[config.mk]
export PLATFORM = sky130hd
export DESIGN_NAME = motion_energy_envelope_trigger
export DESIGN_NICKNAME = d
export VERILOG_FILES = /design/src/mee_pkg.sv /design/src/mee_iter_unit.sv /design/src/motion_energy_envelope_trigger.sv
export VERILOG_INCLUDE_DIRS = /design/src /design/src/src
export SDC_FILE = /design/constraint.sdc
export NUM_CORES = 2
export LEC_CHECK = 0
export ABC_AREA = 1
export BUFFER_PORTS_ARGS = -buffer_cell sky130_fd_sc_hd__buf_2
export CAP_MARGIN = 10
export CORE_UTILIZATION = 50
export DETAILED_ROUTE_END_ITERATION = 16
export GPL_TIMING_DRIVEN = 0
export HOLD_SLACK_MARGIN = 0.1
export PLACE_DENSITY = 0.66
export SLEW_MARGIN = 0
export SYNTH_ARGS = -nofsm -noshare
export SYNTH_HDL_FRONTEND = slang
export SYNTH_HIERARCHICAL = 1
export SYNTH_SLANG_ARGS = --single-unit
[constraint.sdc]
create_clock -name clk -period 11.1 [get_ports clk]
set_input_delay 2.22 -clock clk [delete_from_list [all_inputs] [get_ports clk]]
set_output_delay 2.22 -clock clk [all_outputs]
set_load 0.01 [all_outputs]
[src/motion_energy_envelope_trigger_assert.svh]
// assertion macros shared by the rtl files
`ifndef MOTION_ENERGY_ENVELOPE_TRIGGER_ASSERT_SVH
`define MOTION_ENERGY_ENVELOPE_TRIGGER_ASSERT_SVH

`ifndef SYNTH

// same-cycle implication
`define MEE_ASSERT_IMPLIES(label, clk, rst_n, cond, expr) \
    label: assert property (@(posedge clk) disable iff (!rst_n) (cond) |-> (expr)) \
        else $error("implication check failed");

// next-cycle implication
`define MEE_ASSERT_NEXT(label, clk, rst_n, cond, expr) \
    label: assert property (@(posedge clk) disable iff (!rst_n) (cond) |=> (expr)) \
        else $error("next-cycle check failed");

`else

`define MEE_ASSERT_IMPLIES(label, clk, rst_n, cond, expr)
`define MEE_ASSERT_NEXT(label, clk, rst_n, cond, expr)

`endif

`endif

[src/mee_pkg.sv]
package mee_pkg;

    // grid geometry, rest position of a vertex is index * GRID_STEP pixels in q12.4
    localparam int GRID_STEP  = 8;
    localparam int REST_SCALE = GRID_STEP * 16;
    localparam int REST_W     = $clog2(64 * REST_SCALE);

    localparam logic [16:0] ONE_Q16 = 17'd65536;

    // shared unit widths
    localparam int OPND_W = 34;
    localparam int REM_W  = 20;
    localparam int QUO_W  = 32;
    localparam int CNT_W  = 6;
    localparam logic [CNT_W-1:0] DIV_STEPS  = CNT_W'(32);
    localparam logic [CNT_W-1:0] SQRT_STEPS = CNT_W'(17);

    // configuration register indexes
    localparam logic [2:0] CFG_X_START   = 3'd0;
    localparam logic [2:0] CFG_X_STOP    = 3'd1;
    localparam logic [2:0] CFG_Y_START   = 3'd2;
    localparam logic [2:0] CFG_Y_STOP    = 3'd3;
    localparam logic [2:0] CFG_MAX_SPEED = 3'd4;
    localparam logic [2:0] CFG_ATTACK    = 3'd5;
    localparam logic [2:0] CFG_RELEASE   = 3'd6;
    localparam logic [2:0] CFG_THRESHOLD = 3'd7;

    typedef enum logic {
        MODE_DIV,
        MODE_SQRT
    } iter_mode_t;

    typedef struct packed {
        logic       start;
        iter_mode_t mode;
    } iter_req_t;

    typedef struct packed {
        logic busy;
        logic done;
    } iter_rsp_t;

    typedef enum logic [1:0] {
        ST_OFF   = 2'd0,
        ST_TPLAY = 2'd1,
        ST_ON    = 2'd2,
        ST_TSTOP = 2'd3
    } play_state_t;

    typedef enum logic [3:0] {
        S_IDLE,
        S_MUL_X,
        S_MUL_Y,
        S_SQRT_GO,
        S_SQRT_WAIT,
        S_ACCUM,
        S_FINAL,
        S_DIV_SUM_GO,
        S_DIV_SUM_WAIT,
        S_DIV_LVL_GO,
        S_DIV_LVL_WAIT,
        S_ENV_COEF,
        S_ENV_MUL_OLD,
        S_ENV_MUL_NEW,
        S_EMIT
    } seq_state_t;

endpackage

[src/mee_iter_unit.sv]
`include "motion_energy_envelope_trigger_assert.svh"

// shared restoring unit: long division one bit per step, integer square root
// one result bit (two radicand bits) per step
module mee_iter_unit (
    input  logic                       clk,
    input  logic                       rst_n,
    input  mee_pkg::iter_req_t         req,
    input  logic [mee_pkg::OPND_W-1:0] opnd,
    input  logic [15:0]                divisor,
    output mee_pkg::iter_rsp_t         rsp,
    output logic [mee_pkg::QUO_W-1:0]  result
);
    import mee_pkg::*;

    logic             busy_reg, busy_next;
    logic             done_reg, done_next;
    logic [CNT_W-1:0] cnt_reg, cnt_next;
    iter_mode_t       mode_reg;
    logic [OPND_W-1:0] opnd_reg;
    logic [REM_W-1:0]  rem_reg;
    logic [QUO_W-1:0]  quo_reg;
    logic [15:0]       divisor_reg;

    logic [REM_W-1:0] shifted;
    logic [REM_W-1:0] trial;
    logic [REM_W:0]   diff;
    logic             fits;

    // one step of the shared compare and subtract
    always_comb
    begin
        if (mode_reg == MODE_DIV)
        begin
            shifted = {rem_reg[REM_W-2:0], opnd_reg[OPND_W-1]};
            trial   = {{(REM_W-16){1'b0}}, divisor_reg};
        end
        else
        begin
            shifted = {rem_reg[REM_W-3:0], opnd_reg[OPND_W-1:OPND_W-2]};
            trial   = {1'b0, quo_reg[16:0], 2'b01};
        end
        diff = {1'b0, shifted} - {1'b0, trial};
        fits = !diff[REM_W];
    end

    always_comb
    begin
        busy_next = busy_reg;
        done_next = 1'b0;
        cnt_next  = cnt_reg;
        if (req.start)
        begin
            busy_next = 1'b1;
            cnt_next  = (req.mode == MODE_DIV) ? DIV_STEPS : SQRT_STEPS;
        end
        else if (busy_reg)
        begin
            cnt_next = cnt_reg - CNT_W'(1);
            if (cnt_reg == CNT_W'(1))
            begin
                busy_next = 1'b0;
                done_next = 1'b1;
            end
        end
    end

    always_ff @(posedge clk or negedge rst_n)
    begin
        if (!rst_n)
        begin
            busy_reg <= 1'b0;
            done_reg <= 1'b0;
            cnt_reg  <= '0;
        end
        else
        begin
            busy_reg <= busy_next;
            done_reg <= done_next;
            cnt_reg  <= cnt_next;
        end
    end

    always_ff @(posedge clk)
    begin
        if (req.start)
        begin
            mode_reg    <= req.mode;
            opnd_reg    <= opnd;
            divisor_reg <= divisor;
            rem_reg     <= '0;
            quo_reg     <= '0;
        end
        else if (busy_reg)
        begin
            rem_reg <= fits ? diff[REM_W-1:0] : shifted;
            quo_reg <= {quo_reg[QUO_W-2:0], fits};
            if (mode_reg == MODE_DIV)
            begin
                opnd_reg <= {opnd_reg[OPND_W-2:0], 1'b0};
            end
            else
            begin
                opnd_reg <= {opnd_reg[OPND_W-3:0], 2'b00};
            end
        end
    end

    assign rsp.busy = busy_reg;
    assign rsp.done = done_reg;
    assign result   = quo_reg;

    `MEE_ASSERT_IMPLIES(a_no_restart, clk, rst_n, req.start, !busy_reg)
    `MEE_ASSERT_IMPLIES(a_done_after_busy, clk, rst_n, done_reg, !busy_reg && $past(busy_reg))
    `MEE_ASSERT_NEXT(a_start_busy, clk, rst_n, req.start, busy_reg)

endmodule

[src/motion_energy_envelope_trigger.sv]
// motion energy envelope trigger
//
// input stream s_*: one mesh vertex per word, s_tlast marks the last vertex of
// a frame. vertices inside the configured grid region add their distance from
// rest to a running sum; the word with s_tlast closes the frame and yields one
// result word on m_* holding the new envelope volume and the trigger state.
// config channel cfg_*: register index and data, always ready; write only
// while the block is idle.
//
// a vertex outside the region needs no further work. a vertex inside is
// squared along x and y on the multiplier, then waits for the 17 steps of the
// square root in the shared iterative unit. closing a frame runs two 32-step
// divisions (mean, then normalized level) in the same unit, then the envelope
// coefficient pick and two products on the single 17x17 multiplier; an empty
// region skips the divisions. s_tready is high only while the sequencer is idle.
// reset clears the sum, count, envelope volume and trigger state and loads
// the default region, clamp, coefficients and threshold.
// the result sits in an output register; new vertices are taken while it
// waits, and only the next frame end holds off until m_tready takes it.
`include "motion_energy_envelope_trigger_assert.svh"

module motion_energy_envelope_trigger (
    input  logic        clk,
    input  logic        rst_n,
    // vertex stream
    input  logic        s_tvalid,
    output logic        s_tready,
    input  logic [47:0] s_tdata,   // grid_col[5:0], grid_row[11:6], vertex_x[27:12],
                                   // vertex_y[43:28], zero fill[47:44]
    input  logic        s_tlast,   // frame_end
    // result stream
    output logic        m_tvalid,
    input  logic        m_tready,
    output logic [23:0] m_tdata,   // volume_level[16:0], trigger_state[18:17],
                                   // zero fill[23:19]
    // config writes
    input  logic        cfg_valid,
    output logic        cfg_ready,
    input  logic [2:0]  cfg_index,
    input  logic [16:0] cfg_data
);
    import mee_pkg::*;

    // config registers
    logic [5:0]  x_start_reg, y_start_reg;
    logic [6:0]  x_stop_reg, y_stop_reg;
    logic [15:0] max_speed_reg;
    logic [16:0] attack_reg, release_reg, threshold_reg;

    // sequencer and frame state
    seq_state_t  state_reg, state_next;
    play_state_t play_reg, play_next;
    logic [31:0] sum_reg;
    logic [12:0] count_reg;
    logic [16:0] vol_reg;
    logic        out_valid_reg;
    logic [18:0] out_data_reg;

    // per-item datapath
    logic        last_reg;
    logic [15:0] dx_abs_reg, dy_abs_reg;
    logic [33:0] prod_reg;
    logic [31:0] sq_reg;
    logic [15:0] mean_reg;
    logic [16:0] level_reg;
    logic [16:0] z_reg;
    logic [33:0] acc_reg;

    // input word fields
    logic [5:0]  grid_col, grid_row;
    logic [15:0] vertex_x, vertex_y;
    logic        frame_end;
    assign grid_col  = s_tdata[5:0];
    assign grid_row  = s_tdata[11:6];
    assign vertex_x  = s_tdata[27:12];
    assign vertex_y  = s_tdata[43:28];
    assign frame_end = s_tlast;

    logic        in_accept;
    logic        in_region;
    logic [REST_W-1:0] rest_x, rest_y;
    logic [16:0] dx, dy;
    logic [15:0] dx_abs, dy_abs;
    logic [15:0] ms;

    // shared unit and multiplier
    iter_req_t         iter_req;
    iter_rsp_t         iter_rsp;
    logic [OPND_W-1:0] iter_opnd;
    logic [15:0]       iter_divisor;
    logic [QUO_W-1:0]  iter_result;
    logic [16:0]       mul_a, mul_b;
    logic [33:0]       mul_p;

    logic        out_free;
    logic        emit;
    logic [32:0] sum_wide;
    logic [34:0] acc_round;
    logic [16:0] vol_new;
    logic [16:0] z_pick;

    assign in_accept = s_tvalid && s_tready;
    assign ms        = (max_speed_reg == 16'd0) ? 16'd1 : max_speed_reg;

    assign in_region = (grid_col >= x_start_reg) && ({1'b0, grid_col} < x_stop_reg)
                    && (grid_row >= y_start_reg) && ({1'b0, grid_row} < y_stop_reg);

    // displacement from rest, q12.4
    assign rest_x = REST_W'(grid_col) * REST_W'(REST_SCALE);
    assign rest_y = REST_W'(grid_row) * REST_W'(REST_SCALE);
    assign dx     = {1'b0, vertex_x} - 17'(rest_x);
    assign dy     = {1'b0, vertex_y} - 17'(rest_y);
    assign dx_abs = dx[16] ? 16'(-dx) : dx[15:0];
    assign dy_abs = dy[16] ? 16'(-dy) : dy[15:0];

    assign mul_p = mul_a * mul_b;

    assign out_free = !out_valid_reg || m_tready;

    // envelope: weighted old volume plus weighted level, round half up, capped at one
    assign acc_round = {1'b0, acc_reg} + 35'd32768;
    assign vol_new   = (acc_round[34:16] > 19'(ONE_Q16)) ? ONE_Q16 : acc_round[32:16];
    assign z_pick    = (level_reg > vol_reg) ? attack_reg : release_reg;

    assign sum_wide = {1'b0, sum_reg} + {16'd0, iter_result[16:0]};

    // trigger machine against the updated volume
    always_comb
    begin
        play_next = play_reg;
        if (vol_new < threshold_reg)
        begin
            case (play_reg)
                ST_TSTOP: play_next = ST_OFF;
                ST_ON:    play_next = ST_TSTOP;
                ST_TPLAY: play_next = ST_TSTOP;
                default:  play_next = play_reg;
            endcase
        end
        else
        begin
            case (play_reg)
                ST_TPLAY: play_next = ST_ON;
                ST_OFF:   play_next = ST_TPLAY;
                ST_TSTOP: play_next = ST_TPLAY;
                default:  play_next = play_reg;
            endcase
        end
    end

    // sequencer next state and control
    always_comb
    begin
        state_next    = state_reg;
        s_tready      = 1'b0;
        iter_req      = '{start: 1'b0, mode: MODE_DIV};
        iter_opnd     = '0;
        iter_divisor  = '0;
        mul_a         = '0;
        mul_b         = '0;
        emit          = 1'b0;
        case (state_reg)
            S_IDLE:
            begin
                s_tready = 1'b1;
                if (s_tvalid)
                begin
                    if (in_region)
                    begin
                        state_next = S_MUL_X;
                    end
                    else if (frame_end)
                    begin
                        state_next = S_FINAL;
                    end
                end
            end
            S_MUL_X:
            begin
                mul_a      = {1'b0, dx_abs_reg};
                mul_b      = {1'b0, dx_abs_reg};
                state_next = S_MUL_Y;
            end
            S_MUL_Y:
            begin
                mul_a      = {1'b0, dy_abs_reg};
                mul_b      = {1'b0, dy_abs_reg};
                state_next = S_SQRT_GO;
            end
            S_SQRT_GO:
            begin
                iter_req   = '{start: 1'b1, mode: MODE_SQRT};
                iter_opnd  = {1'b0, {1'b0, sq_reg} + {1'b0, prod_reg[31:0]}};
                state_next = S_SQRT_WAIT;
            end
            S_SQRT_WAIT:
            begin
                if (iter_rsp.done)
                begin
                    state_next = S_ACCUM;
                end
            end
            S_ACCUM:
            begin
                state_next = last_reg ? S_FINAL : S_IDLE;
            end
            S_FINAL:
            begin
                state_next = (count_reg == 13'd0) ? S_ENV_COEF : S_DIV_SUM_GO;
            end
            S_DIV_SUM_GO:
            begin
                iter_req     = '{start: 1'b1, mode: MODE_DIV};
                iter_opnd    = {sum_reg, 2'b00};
                iter_divisor = {3'b000, count_reg};
                state_next   = S_DIV_SUM_WAIT;
            end
            S_DIV_SUM_WAIT:
            begin
                if (iter_rsp.done)
                begin
                    state_next = S_DIV_LVL_GO;
                end
            end
            S_DIV_LVL_GO:
            begin
                iter_req     = '{start: 1'b1, mode: MODE_DIV};
                iter_opnd    = {mean_reg, 16'd0, 2'b00};
                iter_divisor = ms;
                state_next   = S_DIV_LVL_WAIT;
            end
            S_DIV_LVL_WAIT:
            begin
                if (iter_rsp.done)
                begin
                    state_next = S_ENV_COEF;
                end
            end
            S_ENV_COEF:
            begin
                state_next = S_ENV_MUL_OLD;
            end
            S_ENV_MUL_OLD:
            begin
                mul_a      = vol_reg;
                mul_b      = ONE_Q16 - z_reg;
                state_next = S_ENV_MUL_NEW;
            end
            S_ENV_MUL_NEW:
            begin
                mul_a      = level_reg;
                mul_b      = z_reg;
                state_next = S_EMIT;
            end
            S_EMIT:
            begin
                // hold here until the output register is free
                if (out_free)
                begin
                    emit       = 1'b1;
                    state_next = S_IDLE;
                end
            end
            default:
            begin
                state_next = S_IDLE;
            end
        endcase
    end

    mee_iter_unit u_iter (
        .clk     (clk),
        .rst_n   (rst_n),
        .req     (iter_req),
        .opnd    (iter_opnd),
        .divisor (iter_divisor),
        .rsp     (iter_rsp),
        .result  (iter_result)
    );

    // control state
    always_ff @(posedge clk or negedge rst_n)
    begin
        if (!rst_n)
        begin
            state_reg     <= S_IDLE;
            play_reg      <= ST_OFF;
            sum_reg       <= '0;
            count_reg     <= '0;
            vol_reg       <= '0;
            out_valid_reg <= 1'b0;
        end
        else
        begin
            state_reg <= state_next;
            if (state_reg == S_ACCUM)
            begin
                // saturating sum and count
                sum_reg <= sum_wide[32] ? 32'hFFFF_FFFF : sum_wide[31:0];
                if (count_reg != 13'h1FFF)
                begin
                    count_reg <= count_reg + 13'd1;
                end
            end
            if (emit)
            begin
                vol_reg   <= vol_new;
                play_reg  <= play_next;
                sum_reg   <= '0;
                count_reg <= '0;
            end
            if (emit)
            begin
                out_valid_reg <= 1'b1;
            end
            else if (m_tready)
            begin
                out_valid_reg <= 1'b0;
            end
        end
    end

    // config registers
    always_ff @(posedge clk or negedge rst_n)
    begin
        if (!rst_n)
        begin
            x_start_reg   <= 6'd0;
            x_stop_reg    <= 7'd64;
            y_start_reg   <= 6'd0;
            y_stop_reg    <= 7'd64;
            max_speed_reg <= 16'd160;
            attack_reg    <= 17'd32768;
            release_reg   <= 17'd64881;
            threshold_reg <= 17'd6554;
        end
        else if (cfg_valid)
        begin
            case (cfg_index)
                CFG_X_START:   x_start_reg   <= cfg_data[5:0];
                CFG_X_STOP:    x_stop_reg    <= cfg_data[6:0];
                CFG_Y_START:   y_start_reg   <= cfg_data[5:0];
                CFG_Y_STOP:    y_stop_reg    <= cfg_data[6:0];
                CFG_MAX_SPEED: max_speed_reg <= cfg_data[15:0];
                CFG_ATTACK:    attack_reg    <= cfg_data;
                CFG_RELEASE:   release_reg   <= cfg_data;
                CFG_THRESHOLD: threshold_reg <= cfg_data;
                default:       ;
            endcase
        end
    end

    // datapath, no reset needed
    always_ff @(posedge clk)
    begin
        if (in_accept)
        begin
            last_reg   <= frame_end;
            dx_abs_reg <= dx_abs;
            dy_abs_reg <= dy_abs;
        end
        case (state_reg)
            S_MUL_X:
            begin
                prod_reg <= mul_p;
            end
            S_MUL_Y:
            begin
                sq_reg   <= prod_reg[31:0];
                prod_reg <= mul_p;
            end
            S_FINAL:
            begin
                level_reg <= '0;
            end
            S_DIV_SUM_WAIT:
            begin
                if (iter_rsp.done)
                begin
                    // clamp the mean to the speed limit
                    mean_reg <= (iter_result > {16'd0, ms}) ? ms : iter_result[15:0];
                end
            end
            S_DIV_LVL_WAIT:
            begin
                if (iter_rsp.done)
                begin
                    level_reg <= iter_result[16:0];
                end
            end
            S_ENV_COEF:
            begin
                z_reg <= (z_pick > ONE_Q16) ? ONE_Q16 : z_pick;
            end
            S_ENV_MUL_OLD:
            begin
                prod_reg <= mul_p;
            end
            S_ENV_MUL_NEW:
            begin
                acc_reg <= prod_reg + mul_p;
            end
            default:
            begin
                prod_reg <= prod_reg;
            end
        endcase
        if (emit)
        begin
            out_data_reg <= {play_next, vol_new};
        end
    end

    assign m_tvalid  = out_valid_reg;
    assign m_tdata   = {5'd0, out_data_reg};
    assign cfg_ready = 1'b1;

    `MEE_ASSERT_IMPLIES(a_vol_in_range, clk, rst_n, 1'b1, vol_reg <= ONE_Q16)
    `MEE_ASSERT_IMPLIES(a_done_when_waiting, clk, rst_n, iter_rsp.done,
        state_reg == S_SQRT_WAIT || state_reg == S_DIV_SUM_WAIT || state_reg == S_DIV_LVL_WAIT)
    `MEE_ASSERT_IMPLIES(a_ready_when_free, clk, rst_n, s_tready, !iter_rsp.busy)
    `MEE_ASSERT_NEXT(a_out_hold, clk, rst_n, m_tvalid && !m_tready, m_tvalid && $stable(m_tdata))

endmodule
==> run summary <==
Max Freq -> 96.7 MHz
crit-path max FO -> 41
setup repair bufs after CTS -> 0
WL/cell -> 18.8 um
routability congestion estimate -> 0.992
final net count -> 5596
# DRC -> 0
share of layout cells above drive strength 1 -> 7.16%
largest net degree at the start of global routing -> 90
core area -> 0.0758 mm2
pin slew with the least headroom to its limit -> 1210 ps
clock buffer depth -> 3
drt initial violations -> 2557
Clock transition at path regs -> 60 ps
Post-DP HPWL -> 90.8 mm
worst hold margin -> 475 ps
root buf cell -> clkbuf_16
clock sinks -> 459
GRT Resource Usage Total -> 29.1%
Top cell by count, worst path -> inv_1
critical path's largest stage delay -> 620 ps
initial antenna violation count -> 0
cts-stage hold buffer count -> 0
vias in the first global route -> 32100
Max VDD drop -> 131 uV
hold crit path type -> reg2reg
setup TNS -> 0 ps
Worst Setup Path Type -> reg2reg
Die Area -> 0.0777 mm2
Synth Area per Inst -> 7.91 um2
cts bufs inserted -> 53
via count -> 32800
power density cells -> 96.8 mW/mm2
Worst path slowest cell -> clkbuf_1
Clock Latency Late Sink -> 620 ps
Clock H-tree levels -> 2
Die Y -> 279 um
cts repair resizes -> 0
relative slew slack -> 19.2%
Max Clock Skew -> 23.9 ps
Tcrit/Tclk final -> 93.2%
synth-to-layout area growth -> 9.60%
Leak Pwr -> 20.4 nW
drt via density -> 5.45
DRT Pass-1 Iters -> 6
cell count after synthesis -> 4837
Site Rows -> 101
Horiz. Die Dim -> 279 um
required time worst endpoint -> 11460 ps
first-pass GRT wire length -> 176 mm
Final Hold Viols -> 0
WL final -> 113 mm
CP Data Arrival Time -> 10700 ps
Final Setup Violations -> 0
RSZ-0062 raised after global routing -> false
Startpoint Class -> register
# diodes -> 0
number of buffers added on ports -> 90
outcome -> finished clean
CTS tree -> yes
Starting Density -> 50.5%
Synth Cell Area -> 0.0383 mm2
# Max-Cap Violations -> 0
CP Capture Type -> register
fin crit period -> 10340 ps
antenna viol nets, final -> 0
I/O pin total -> 101
Slew Limit Fails -> 0
total grt overflow -> 0
Yosys warning total -> 6
[worst max-delay path, delay by kind of cell, from the launching register on]
kind                       cells  cell delay, ps
AOI/OAI and AO/OA              7            1810
and+or+nand+nor               10            1830
xor gates and xnor gates       2             270
adders and majority gates      8            3870
DFF                            1             420
buffers and inverters         10            1870
[metal layers]
metal	track usage, %	wire, um	up-vias
met5	0	0	-
met1	39.1	49500	15500
met4	12.8	5180	0
met3	3.42	6780	249
met2	47.5	51600	1115
li1	-	-	15900
[through the flow]
| stage | cells | setup slack, ps | util (%) | area [um2] | power, mW |
|---|---|---|---|---|---|
| final | 6017 | 755 | 55.3 | 41900 | 4.06 |
| after global routing | 6017 | 246 | 55.3 | 41900 | 4.20 |
| after CTS | 6017 | 476 | 55.3 | 41900 | 4.08 |
| after detailed placement | 5917 | 478 | 52.9 | 40100 | 2.25 |
| after global placement | 5909 | 553 | 52.7 | 40000 | 2.24 |
| after floorplan | 4841 | 2770 | - | 38300 | 2.14 |
[area by class of cell]
type | count | area, um2
multi-input combinational | 3422 | 22200
sequential | 459 | 12500
clock inverter | 29 | 330
tap | 978 | 1220
fill | 7145 | 33900
timing repair buffer | 98 | 576
inverter | 841 | 3160
buffer | 119 | 543
clock buffer | 71 | 1510
[placed cells by master (no fill, tap or decap), drive strengths merged, types with 56 or more instances in the layout]
| master | count |
|---|---|
| edfxtp | 238 |
| o21ai | 358 |
| ha | 299 |
| xor2 | 85 |
| nand2 | 1143 |
| nand3 | 177 |
| clkbuf | 154 |
| nor3 | 56 |
| nor2 | 468 |
| fa | 229 |
| buf | 134 |
| dfrtp | 147 |
| a21oi | 293 |
| inv | 841 |
[final timing paths]
check                                       start                 to  slack, ps  cells after the start
worst max-delay path                 state_reg[3]        acc_reg[33]        760                     37
worst min-delay path            u_iter/rem_reg[3]  u_iter/rem_reg[3]        480                      2
worst max register to register       state_reg[3]        acc_reg[33]        760                     37
worst min register to register  u_iter/rem_reg[3]  u_iter/rem_reg[3]        480                      2
max in group asynchronous                   rst_n  u_iter/cnt_reg[1]       8520                      2
min in group asynchronous                   rst_n     y_start_reg[3]       1610                      1
[power breakdown]
group / switching (mW) / leakage (nW) / internal [mW]
combinational: 0.201 / 15.4 / 0.119
sequential: 0.0379 / 4.06 / 1.87
clock: 0.756 / 0.908 / 1.08
total: 0.995 / 20.4 / 3.06
No activity file was read; power rests on OpenSTA's default activity.
